<file path="config.mk">
export PLATFORM = sky130hd
export DESIGN_NAME = vpr_mac
export DESIGN_NICKNAME = d
export VERILOG_FILES = /design/src/vpr_pkg.sv /design/src/vpr_mac.sv
export SDC_FILE = /design/constraint.sdc
export NUM_CORES = 2
export LEC_CHECK = 0
export ABC_AREA = 1
export CORE_ASPECT_RATIO = 0.9
export CORE_MARGIN = 5
export CORE_UTILIZATION = 45
export DETAILED_ROUTE_END_ITERATION = 10
export DONT_BUFFER_PORTS = 1
export SYNTH_ARGS = -nofsm -noshare
export SYNTH_HDL_FRONTEND = slang
export SYNTH_SLANG_ARGS = --single-unit
</file>
<file path="constraint.sdc">
create_clock -name i_clk -period 12.7 [get_ports i_clk]
set_input_delay 2.54 -clock i_clk [delete_from_list [all_inputs] [get_ports i_clk]]
set_output_delay 2.54 -clock i_clk [all_outputs]
set_load 0.02 [all_outputs]
</file>
<file path="src/vpr_pkg.sv">
// Shared types and constants for the VAR(p) recursion filter.
// No dependencies; imported by every module of the block.
package vpr_pkg;

    localparam int DATA_W  = 32;
    localparam int DIM_MAX = 8;
    localparam int LAG_MAX = 8;

    localparam logic [DATA_W-1:0] SAT_MAX = 32'h7FFF_FFFF;
    localparam logic [DATA_W-1:0] SAT_MIN = 32'h8000_0000;

    typedef enum logic [1:0] {
        ACT_COEF  = 2'd0,
        ACT_INIT  = 2'd1,
        ACT_INNOV = 2'd2
    } t_action;

    typedef enum logic [1:0] {
        REG_VECTOR_DIM = 2'd0,
        REG_LAG_ORDER  = 2'd1,
        REG_HAS_CONST  = 2'd2,
        REG_BURN_IN    = 2'd3
    } t_reg_idx;

    typedef enum logic [1:0] {
        TERM_MEM,
        TERM_CONST,
        TERM_INNOV
    } t_term;

    typedef struct packed {
        logic [3:0]  vector_dim;
        logic [3:0]  lag_order;
        logic        has_constant;
        logic [15:0] burn_in_count;
    } t_cfg;

    typedef struct packed {
        logic              clr;
        logic              vld;
        logic [DATA_W-1:0] a;
        logic [DATA_W-1:0] b;
    } t_mac_op;

endpackage

</file>
<file path="src/vpr_mac.sv">
// Shared multiply-accumulate unit with rounding and 32-bit saturation.
// Depends on vpr_pkg for t_mac_op and the saturation limits.
module vpr_mac #(
    parameter int FRAC_BITS = 16
) (
    input  logic            i_clk,
    input  logic            i_rst_n,
    input  vpr_pkg::t_mac_op i_op,
    output logic            o_busy,
    output logic [31:0]     o_y
);
    import vpr_pkg::*;

    localparam int AW = 66 + $clog2(DIM_MAX * LAG_MAX + 2);

    logic signed [63:0]   r_prod;
    logic                 r_pv;
    logic signed [AW-1:0] r_acc;
    logic signed [AW-1:0] rnd;
    logic signed [AW-1:0] sh;
    logic                 in_range;

    always_ff @(posedge i_clk) begin
        if (!i_rst_n) begin
            r_pv <= 1'b0;
        end else begin
            r_pv <= i_op.vld && !i_op.clr;
        end
    end

    always_ff @(posedge i_clk) begin
        r_prod <= $signed(i_op.a) * $signed(i_op.b);
        if (i_op.clr) begin
            r_acc <= '0;
        end else if (r_pv) begin
            r_acc <= r_acc + {{(AW-64){r_prod[63]}}, r_prod};
        end
    end

    // round half up, drop fraction, saturate
    assign rnd      = r_acc + (AW'(1) << (FRAC_BITS - 1));
    assign sh       = rnd >>> FRAC_BITS;
    assign in_range = (&sh[AW-1:31]) || !(|sh[AW-1:31]);
    assign o_y      = in_range ? sh[31:0] : (sh[AW-1] ? SAT_MIN : SAT_MAX);
    assign o_busy   = r_pv;

endmodule

</file>
==> results by group <==
GRT
  • Global-route usage over all layers: 27.8%
  • Total congestion overflow: 0
  • Initial antenna violation count: 0
  • Met3 Resource Use GR: 5.14%
  • Gr busiest metal: met2
  • First-pass GRT wire length: 252000 microns
  • Vias in the first global route: 43071
  • Met2 Resource Use GR: 44.5%
  • Largest net degree at the start of global routing: 75
  • Met1 Use GR: 40.6%

Clock tree
  • Skew-Pair Late Insertion Delay: 0.45 ns
  • CTS buffer count: 17
  • Root Buffer: clkbuf_16
  • Number of H-tree levels: 4
  • Clock sinks: 138
  • Postcts setup bufs: 0
  • Hold buffers post-CTS: 0
  • Post-CTS Resized: 0
  • CTS tree: yes
  • Reg clk slew, reported paths: 0.08 ns
  • Clk buf depth: 2

Worst setup path
  • Crit. Startpoint: i_op[5]
  • Crit path max-delay family: adder cells
  • Reg2reg start: r_acc[0]
  • Worst Path Arrival: 9.84 ns
  • Critical-path top delay cell: fa_1
  • Kind of critical path: primary input to flop
  • Crit. End Element: flop
  • WP depth: 22
  • Worst reg2reg setup slack: 9.01 ns
  • Most frequent CP cell: fa_1
  • RR Endpoint: r_acc[58]
  • Startpoint types: primary input
  • Worst path cell trace: nand2_1 -> inv_1 -> fa_1 -> inv_1 -> fa_1 -> inv_1 -> fa_1 -> fa_1 -> inv_1 -> fa_1 -> inv_1 -> fa_1 -> fa_1 -> fa_1 -> ha_1 -> nand2_1 -> nor2_1 -> inv_1 -> nor3_1 -> nand4_1 -> nand3_1 -> xor2_1
  • Worst Path Max Fanout: 32
  • FF-to-FF path depth: 17
  • WP buf/inv: 6
  • Worst Path Required: 13.04 ns
  • CP max stage delay: 0.87 ns

Synthesis
  • Sequential area share after synthesis: 5.59%
  • Number of flops mapped to enable cells by yosys: 0
  • Async S/R FF share, synth: 0%
  • Mean Syn Cell Area: 7.37 sq um
  • Yosys warnings: 0
  • Synth Cell Area: 49400 sq um
  • Syn_nets: 8111
  • Post-synth top flop: dfxtp_1
  • Flops & latches, synth: 138
  • Netlist cell types: 41
  • Cell count after synthesis: 6703

Floorplanning
  • DIE AREA: 116000 sq um
  • Core outline area: 109000 sq um
  • Num rows: 115
  • Ports: 101
  • Die height: 324 microns
  • Initial Utilization: 45.3%
  • Die X: 359 microns

Place
  • Post-DP HPWL: 135000 microns
  • Gpl congestion: 1.06
  • Count of input and output buffers: 0
  • Area after DPL: 50400 sq um

Routing
  • Iter 0 DRT Violations: 3540
  • Vias per cell: 5.17
  • Routed wire length per instance: 19.8 microns
  • Post-route ant nets: 0
  • Via count: 41264
  • First drt pass iteration count: 5
  • DRC violations left: 0
  • WL final: 158000 microns

Final layout
  • # diodes: 0
  • Synth-to-Final Area Change: 3.20%
  • Share of layout cells above drive strength 1: 1.07%
  • Layout Nets: 7917
  • Fin area: 51000 sq um

Timing
  • Pins Over Slew Limit: 0
  • Final Critical Period: 9.50 ns
  • Final setup fails: 0
  • Worst slew pin tran: 0.964 ns
  • Slew HR: 35.8%
  • Maximum clock frequency: 105 MHz
  • Final period utilization: 74.8%
  • Final hold vios: 0
  • RSZ-0062 raised after global routing: false
  • Setup TNS: 0 ns
  • Skew final: 0.0160 ns

Flow run
  • Max-Cap Viols: 0

Min path
  • Hold depth: 2
  • Worst hold path class: flop to flop
  • Beginning of the worst hold path: r_acc[11]
  • Hold Path End: r_acc[11]

Run status
  • Status: complete, no violations
[synth_stat cells (all sizes together), types with 6 or more instances]
cell type / count / share of area, %
nand3: 148 / 1.5
or2: 7 / 0.089
buf: 10 / 0.20
a31oi: 22 / 0.28
ha: 257 / 6.5
a21oi: 245 / 2.5
o21a: 13 / 0.20
and3: 6 / 0.076
dfxtp: 138 / 5.6
nand4: 46 / 0.58
fa: 1083 / 44
o21ai: 196 / 2.0
o21bai: 20 / 0.30
nor2: 506 / 3.9
clkbuf: 210 / 1.6
a21o: 29 / 0.44
nor4: 11 / 0.14
inv: 1865 / 14
nand2: 1719 / 13
nor3: 17 / 0.17
xnor2: 33 / 0.59
xor2: 93 / 1.6
a21boi: 10 / 0.15
[worst reg2reg max path, delay by kind of cell (launching register included)]
family          cells  cell delay [ns]
simple gates       11             1.88
flops               1             0.34
compound gates      1             0.43
buf+inv             3             0.28
fa+ha+maj           2             0.65
[worst max path at each step]
| stage | to |
|---|---|
| floorplan | r_prod[63] |
| global placement | r_prod[49] |
| detailed placement | r_prod[49] |
| CTS | r_prod[49] |
| global route | r_prod[49] |
| finish | r_prod[49] |
[layer usage]
metal	up-vias	routed length [microns]
met2	1536	70300
met1	20669	71800
met3	164	13900
li1	18895	-
met5	-	0
met4	0	2190
[stage by stage]
stage	worst slack, ns	instances	hold WS, ns	util, %
after floorplan	3.40	6703	0.453	-
after global placement	2.73	7952	0.477	46.2
after detailed placement	2.82	7952	0.480	46.2
after CTS	3.27	7984	0.499	46.7
after global routing	2.81	7984	0.514	46.7
final	3.20	7984	0.501	46.7
[flip-flops by register name, summed over array words and instances (netlist names)]
signal and count:
r_acc 73, r_prod 64, o_busy 1
[cell families after synthesis]
| kind of cell | count (synthesis) | share of synthesized area, % |
|---|---|---|
| simple gates | 2465 | 19.7 |
| buf+inv | 2086 | 16.0 |
| flops | 138 | 5.59 |
| fa+ha+maj | 1340 | 50.4 |
| xor+xnor | 126 | 2.23 |
| compound gates | 548 | 6.06 |
[cell usage in the layout (no fill, tap or decap), types with 4 or more instances in the layout]
cell,Yosys,layout
nand2_2,5,5
nand2_1,1713,1713
xor2_1,93,93
inv_8,0,4
xnor2_1,33,33
o21ai_1,4,4
nor2_1,496,496
a21boi_0,10,10
clkbuf_16,0,17
o21a_1,13,13
ha_1,257,257
o21ai_0,192,192
o211ai_1,4,4
buf_4,0,8
a31oi_1,22,22
fa_1,1083,1083
or2_2,7,7
a21o_1,29,29
clkinv_8,0,4
o21bai_1,20,20
and3_1,6,6
nor2_2,7,7
a21oi_1,245,245
nand4_1,46,46
inv_6,0,6
inv_1,1861,1861
inv_2,4,4
dfxtp_1,138,137
nor4_1,11,11
nor3_1,17,17
nand3_1,146,146
and2_1,4,4
[final cells by class]
class | instances | area (sq um)
Multi-Input combinational cell | 4479 | 38700
Fill cell | 11215 | 58100
Sequential cell | 138 | 2760
Timing Repair Buffer | 8 | 60.1
Clock inverter | 15 | 171
Clock buffer | 17 | 425
Tap cell | 1462 | 1830
Inverter | 1865 | 7000
Power is left out: the tool's default activity adds up to more than one toggle a clock period on the data nets, which glitch-free logic cannot reach.
