$ cat config.mk
export PLATFORM = sky130hd
export DESIGN_NAME = vpr_cfg
export DESIGN_NICKNAME = d
export VERILOG_FILES = /design/src/vpr_pkg.sv /design/src/vpr_cfg.sv
export SDC_FILE = /design/constraint.sdc
export NUM_CORES = 1
export LEC_CHECK = 0
export ABC_AREA = 1
export BUFFER_PORTS_ARGS = -buffer_cell sky130_fd_sc_hd__buf_2
export CAP_MARGIN = 20
export CELL_PAD_IN_SITES_DETAIL_PLACEMENT = 1
export CELL_PAD_IN_SITES_GLOBAL_PLACEMENT = 1
export CORE_MARGIN = 2
export CORE_UTILIZATION = 26
export DETAILED_ROUTE_END_ITERATION = 10
export PLACE_DENSITY_LB_ADDON = 0.1
export SLEW_MARGIN = 20
export SYNTH_ARGS = -nofsm -noshare
export SYNTH_HDL_FRONTEND = slang
export SYNTH_SLANG_ARGS = --single-unit
$ cat constraint.sdc
create_clock -name i_clk -period 1.39 [get_ports i_clk]
set_clock_uncertainty 0.15 [all_clocks]
set_input_delay 0.3475 -clock i_clk [delete_from_list [all_inputs] [get_ports i_clk]]
set_output_delay 0.3475 -clock i_clk [all_outputs]
set_load 0.05 [all_outputs]
$ cat src/vpr_pkg.sv
// Shared types and constants for the VAR(p) recursion filter.
// No dependencies; imported by every module of the block.
package vpr_pkg;

    localparam int DATA_W  = 32;
    localparam int DIM_MAX = 8;
    localparam int LAG_MAX = 8;

    localparam logic [DATA_W-1:0] SAT_MAX = 32'h7FFF_FFFF;
    localparam logic [DATA_W-1:0] SAT_MIN = 32'h8000_0000;

    typedef enum logic [1:0] {
        ACT_COEF  = 2'd0,
        ACT_INIT  = 2'd1,
        ACT_INNOV = 2'd2
    } t_action;

    typedef enum logic [1:0] {
        REG_VECTOR_DIM = 2'd0,
        REG_LAG_ORDER  = 2'd1,
        REG_HAS_CONST  = 2'd2,
        REG_BURN_IN    = 2'd3
    } t_reg_idx;

    typedef enum logic [1:0] {
        TERM_MEM,
        TERM_CONST,
        TERM_INNOV
    } t_term;

    typedef struct packed {
        logic [3:0]  vector_dim;
        logic [3:0]  lag_order;
        logic        has_constant;
        logic [15:0] burn_in_count;
    } t_cfg;

    typedef struct packed {
        logic              clr;
        logic              vld;
        logic [DATA_W-1:0] a;
        logic [DATA_W-1:0] b;
    } t_mac_op;

endpackage

$ cat src/vpr_cfg.sv
// APB-style configuration registers of the VAR(p) filter.
// Depends on vpr_pkg for the register index codes and the t_cfg struct.
module vpr_cfg (
    input  logic          i_clk,
    input  logic          i_rst_n,
    input  logic          psel,
    input  logic          penable,
    input  logic          pwrite,
    input  logic [3:0]    paddr,
    input  logic [31:0]   pwdata,
    output logic [31:0]   prdata,
    output logic          pready,
    output vpr_pkg::t_cfg o_cfg
);
    import vpr_pkg::*;

    t_cfg     r_cfg;
    t_reg_idx idx;

    assign idx    = t_reg_idx'(paddr[3:2]);
    assign pready = 1'b1;
    assign o_cfg  = r_cfg;

    always_ff @(posedge i_clk) begin
        if (!i_rst_n) begin
            r_cfg.vector_dim    <= 4'd1;
            r_cfg.lag_order     <= 4'd1;
            r_cfg.has_constant  <= 1'b1;
            r_cfg.burn_in_count <= 16'd0;
        end else if (psel && penable && pwrite) begin
            case (idx)
                REG_VECTOR_DIM: r_cfg.vector_dim    <= pwdata[3:0];
                REG_LAG_ORDER:  r_cfg.lag_order     <= pwdata[3:0];
                REG_HAS_CONST:  r_cfg.has_constant  <= pwdata[0];
                REG_BURN_IN:    r_cfg.burn_in_count <= pwdata[15:0];
                default: ;
            endcase
        end
    end

    always_comb begin
        case (idx)
            REG_VECTOR_DIM: prdata = {28'd0, r_cfg.vector_dim};
            REG_LAG_ORDER:  prdata = {28'd0, r_cfg.lag_order};
            REG_HAS_CONST:  prdata = {31'd0, r_cfg.has_constant};
            REG_BURN_IN:    prdata = {16'd0, r_cfg.burn_in_count};
            default:        prdata = 32'd0;
        endcase
    end

endmodule

==> reports/qor.json <==
{
  "run_status": {"value": "finished with violations"},
  "violations": {"value": "setup timing"},
  "first_global_vias": {"value": 1483},
  "drt.antenna.violating_nets": {"value": 0},
  "mean_area_per_synthesized_cell": {"value": 6.28, "unit": "sq um"},
  "synth_top_area_share": {"value": 35.6, "unit": "%"},
  "drt_iter0_drc": {"value": 20},
  "post_route_setup_tns": {"value": -2150, "unit": "ps"},
  "nNetsFinal": {"value": 346},
  "htree_levels": {"value": 1},
  "p_clk_share": {"value": 26.1, "unit": "%"},
  "timing.setup.critical_path_class": {"value": "in2out"},
  "seq_power_share": {"value": 44.3, "unit": "%"},
  "pin_count": {"value": 99},
  "cts_tree": {"value": "done"},
  "grt_util_all_layers": {"value": 14.7, "unit": "%"},
  "cap_violations": {"value": 0},
  "postSynthCellCount": {"value": 224},
  "critical_path.cell_chain": {"value": "buf_8 -> buf_12 -> nand2_8 -> inv_8 -> nand2_4 -> nand4_1 -> buf_6"},
  "grt_first_pass_wirelength": {"value": 7090, "unit": "microns"},
  "floorplan.die.height": {"value": 77.6, "unit": "microns"},
  "global_route.overflow_total": {"value": 0},
  "ir_drop": {"value": 323, "unit": "uV"},
  "largest_register_ff_count": {"value": 25},
  "worst_r2r_path_depth": {"value": 2},
  "cp_max_fo": {"value": 6},
  "grt_setup_unrepaired": {"value": "true"},
  "routed_wire_length_per_instance": {"value": 11.6, "unit": "microns"},
  "crit_path_start_kind": {"value": "input pin"},
  "detail_route.drc_violations": {"value": 0},
  "final_core_utilization": {"value": 45.9, "unit": "%"},
  "report.final.setup_viol": {"value": 18},
  "final_weighted_congestion_in_routability_driven_placement": {"value": 0.694},
  "combinationalPowerShare": {"value": 29.6, "unit": "%"},
  "leakage": {"value": 1.16, "unit": "nW"},
  "crit_path_max_cell_delay": {"value": 170, "unit": "ps"},
  "initial_core_util": {"value": 27.2, "unit": "%"},
  "cts-hold-fix-buffers": {"value": 0},
  "route.final.wire_length": {"value": 4360, "unit": "microns"},
  "die_area": {"value": 6020, "unit": "sq um"},
  "worstPathArrival": {"value": 1050, "unit": "ps"},
  "pwr_density_cell": {"value": 710, "unit": "nW/um^2"},
  "timing.final.crit_share": {"value": 111, "unit": "%"},
  "yosys_register_bits": {"value": 25},
  "max-clock-path-buffers": {"value": 2},
  "worst_hold_path_type": {"value": "in2reg"},
  "ctsRootBufferMaster": {"value": "sky130_fd_sc_hd__clkbuf_8"},
  "switching_fraction": {"value": 34.9, "unit": "%"},
  "route.detailed.vias_per_inst": {"value": 4.10},
  "detailroute.via_count": {"value": 1534},
  "synth-warning-count": {"value": 0},
  "area.growth.synth_to_final": {"value": 68.8, "unit": "%"},
  "clkLatencyLatePin": {"value": 270, "unit": "ps"},
  "layout.cells.most_common_list": {"value": "46 x sky130_fd_sc_hd__nor2_1, 38 x sky130_fd_sc_hd__nand2_1, 30 x sky130_fd_sc_hd__buf_4"},
  "placement_rows": {"value": 26},
  "internal-power": {"value": 0.00110, "unit": "W"},
  "sequential_cell_area_fraction_in_the_yosys_report": {"value": 35.6, "unit": "%"},
  "grt_start_max_net_pins": {"value": 26},
  "cts-buffers-inserted": {"value": 3},
  "synth_cell_type_count": {"value": 18},
  "crit_required": {"value": 890, "unit": "ps"},
  "antenna_found_initial": {"value": 0},
  "core-area": {"value": 5170, "unit": "sq um"},
  "timing.fmax": {"value": 0.648, "unit": "GHz"},
  "hold_depth": {"value": 3},
  "yosys.area.top_type": {"value": "sky130_fd_sc_hd__dfxtp_1"},
  "clock-sinks": {"value": 25},
  "diodes": {"value": 0},
  "period_needed": {"value": 1540, "unit": "ps"},
  "dr.pass1.iters": {"value": 4},
  "port_buffers": {"value": 63},
  "cpMaxStageDelayCell": {"value": "sky130_fd_sc_hd__buf_6"},
  "die-width": {"value": 77.6, "unit": "microns"},
  "switching_power": {"value": 0.000589, "unit": "W"},
  "fraction_of_final_layout_cells_sized_beyond_drive_strength_1": {"value": 47.0, "unit": "%"},
  "design_power": {"value": 0.00169, "unit": "W"},
  "layout.cells.most_common": {"value": "sky130_fd_sc_hd__nor2_1"},
  "final.fill_count": {"value": 677},
  "clk_pin_slew": {"value": 90, "unit": "ps"},
  "timing.critical_path.to_type": {"value": "output port"},
  "synth_top_cells_by_area": {"value": "sky130_fd_sc_hd__dfxtp_1 36%, sky130_fd_sc_hd__nor2_1 16%, sky130_fd_sc_hd__nand2_1 11%"},
  "report.final.slew_viol_count": {"value": 0},
  "worst_slack": {"value": -154, "unit": "ps"},
  "dp_hpwl": {"value": 3050, "unit": "microns"},
  "timing.final.hold_violations": {"value": 0},
  "synth.cell_area": {"value": 1410, "unit": "sq um"}
}
[cells by family after synthesis]
kind of cell,synth area share [%]
compound gates,0.711
other cells,0.534
flops,35.6
simple gates,41.8
buf+inv,21.4
[per-stage QoR]
step | cells | instance area [sq um] | setup slack, ps | hold WS [ps]
2_1_floorplan | 239 | 1640 | -227 | 324
3_3_place_gp | 359 | 2000 | -392 | 306
3_5_place_dp | 359 | 2000 | -400 | 316
4_1_cts | 372 | 2310 | -167 | 190
5_1_grt | 374 | 2380 | -202 | 203
6_report | 374 | 2380 | -154 | 195
[worst max-delay path: cells and delay by family]
kind	cells	cell delay, ps
simple gates	3	240
buf+inv	4	450
[area by class of cell]
type	instances	area (sq um)	area share, %
multi-input cells	156	833	35.1
repair buffers	87	752	31.6
flip-flops and latches	25	529	22.3
inverters	32	128	5.37
well taps	70	87.6	3.69
clock buffers	3	41.3	1.74
clock inverters	1	5.00	0.211
[cells in the mapped netlist]
cell	number
sky130_fd_sc_hd__buf_1	1
sky130_fd_sc_hd__buf_2	4
sky130_fd_sc_hd__buf_4	18
sky130_fd_sc_hd__buf_8	1
sky130_fd_sc_hd__clkbuf_1	2
sky130_fd_sc_hd__conb_1	2
sky130_fd_sc_hd__dfxtp_1	25
sky130_fd_sc_hd__inv_1	31
sky130_fd_sc_hd__inv_2	1
sky130_fd_sc_hd__nand2_1	42
sky130_fd_sc_hd__nand2_4	1
sky130_fd_sc_hd__nand3_1	29
sky130_fd_sc_hd__nand3_2	1
sky130_fd_sc_hd__nand4_1	1
sky130_fd_sc_hd__nor2_1	60
sky130_fd_sc_hd__nor2_2	2
sky130_fd_sc_hd__nor2_8	1
sky130_fd_sc_hd__o21ai_0	2
[routing by layer]
layer | global-route usage (%) | vias to the layer above | part of all wire (%) | routed length, microns
met5 | 0 | - | 0 | 0
li1 | - | 796 | - | -
met1 | 18.0 | 688 | 43 | 1880
met4 | 3.75 | 0 | 0.34 | 15
met3 | 2.33 | 2 | 4.8 | 211
met2 | 26.7 | 48 | 52 | 2250
[power by group through the flow]
| stage | Clock (W) | Combinational, W | Sequential (W) |
|---|---|---|---|
| finish | 0.000441 | 0.000499 | 0.000747 |
| floorplan | 0 | 0.000294 | 0.000816 |
| global route | 0.000494 | 0.000534 | 0.000750 |
| CTS | 0.000465 | 0.000491 | 0.000747 |
| detailed placement | 0 | 0.000436 | 0.000762 |
| global placement | 0 | 0.000432 | 0.000762 |
[final timing paths]
check | to | slack [ps] | from
max | prdata[0] | -150 | paddr[2]
max reg2reg | o_cfg[0] | 620 | o_cfg[0]
min reg2reg | o_cfg[16] | 330 | o_cfg[16]
min | o_cfg[21] | 190 | pwdata[0]
[timing repair]
| item | CTS | global route |
|---|---|---|
| endpoints found under the hold margin | 0 | 0 |
| pin swaps | 3 | 0 |
| gates cloned | 1 | 0 |
| endpoints found under the setup margin | 27 | 33 |
| buffers inserted | 8 | 2 |
| resized for setup | 59 | 21 |
Note: power is estimated with default switching activity, not from simulation.
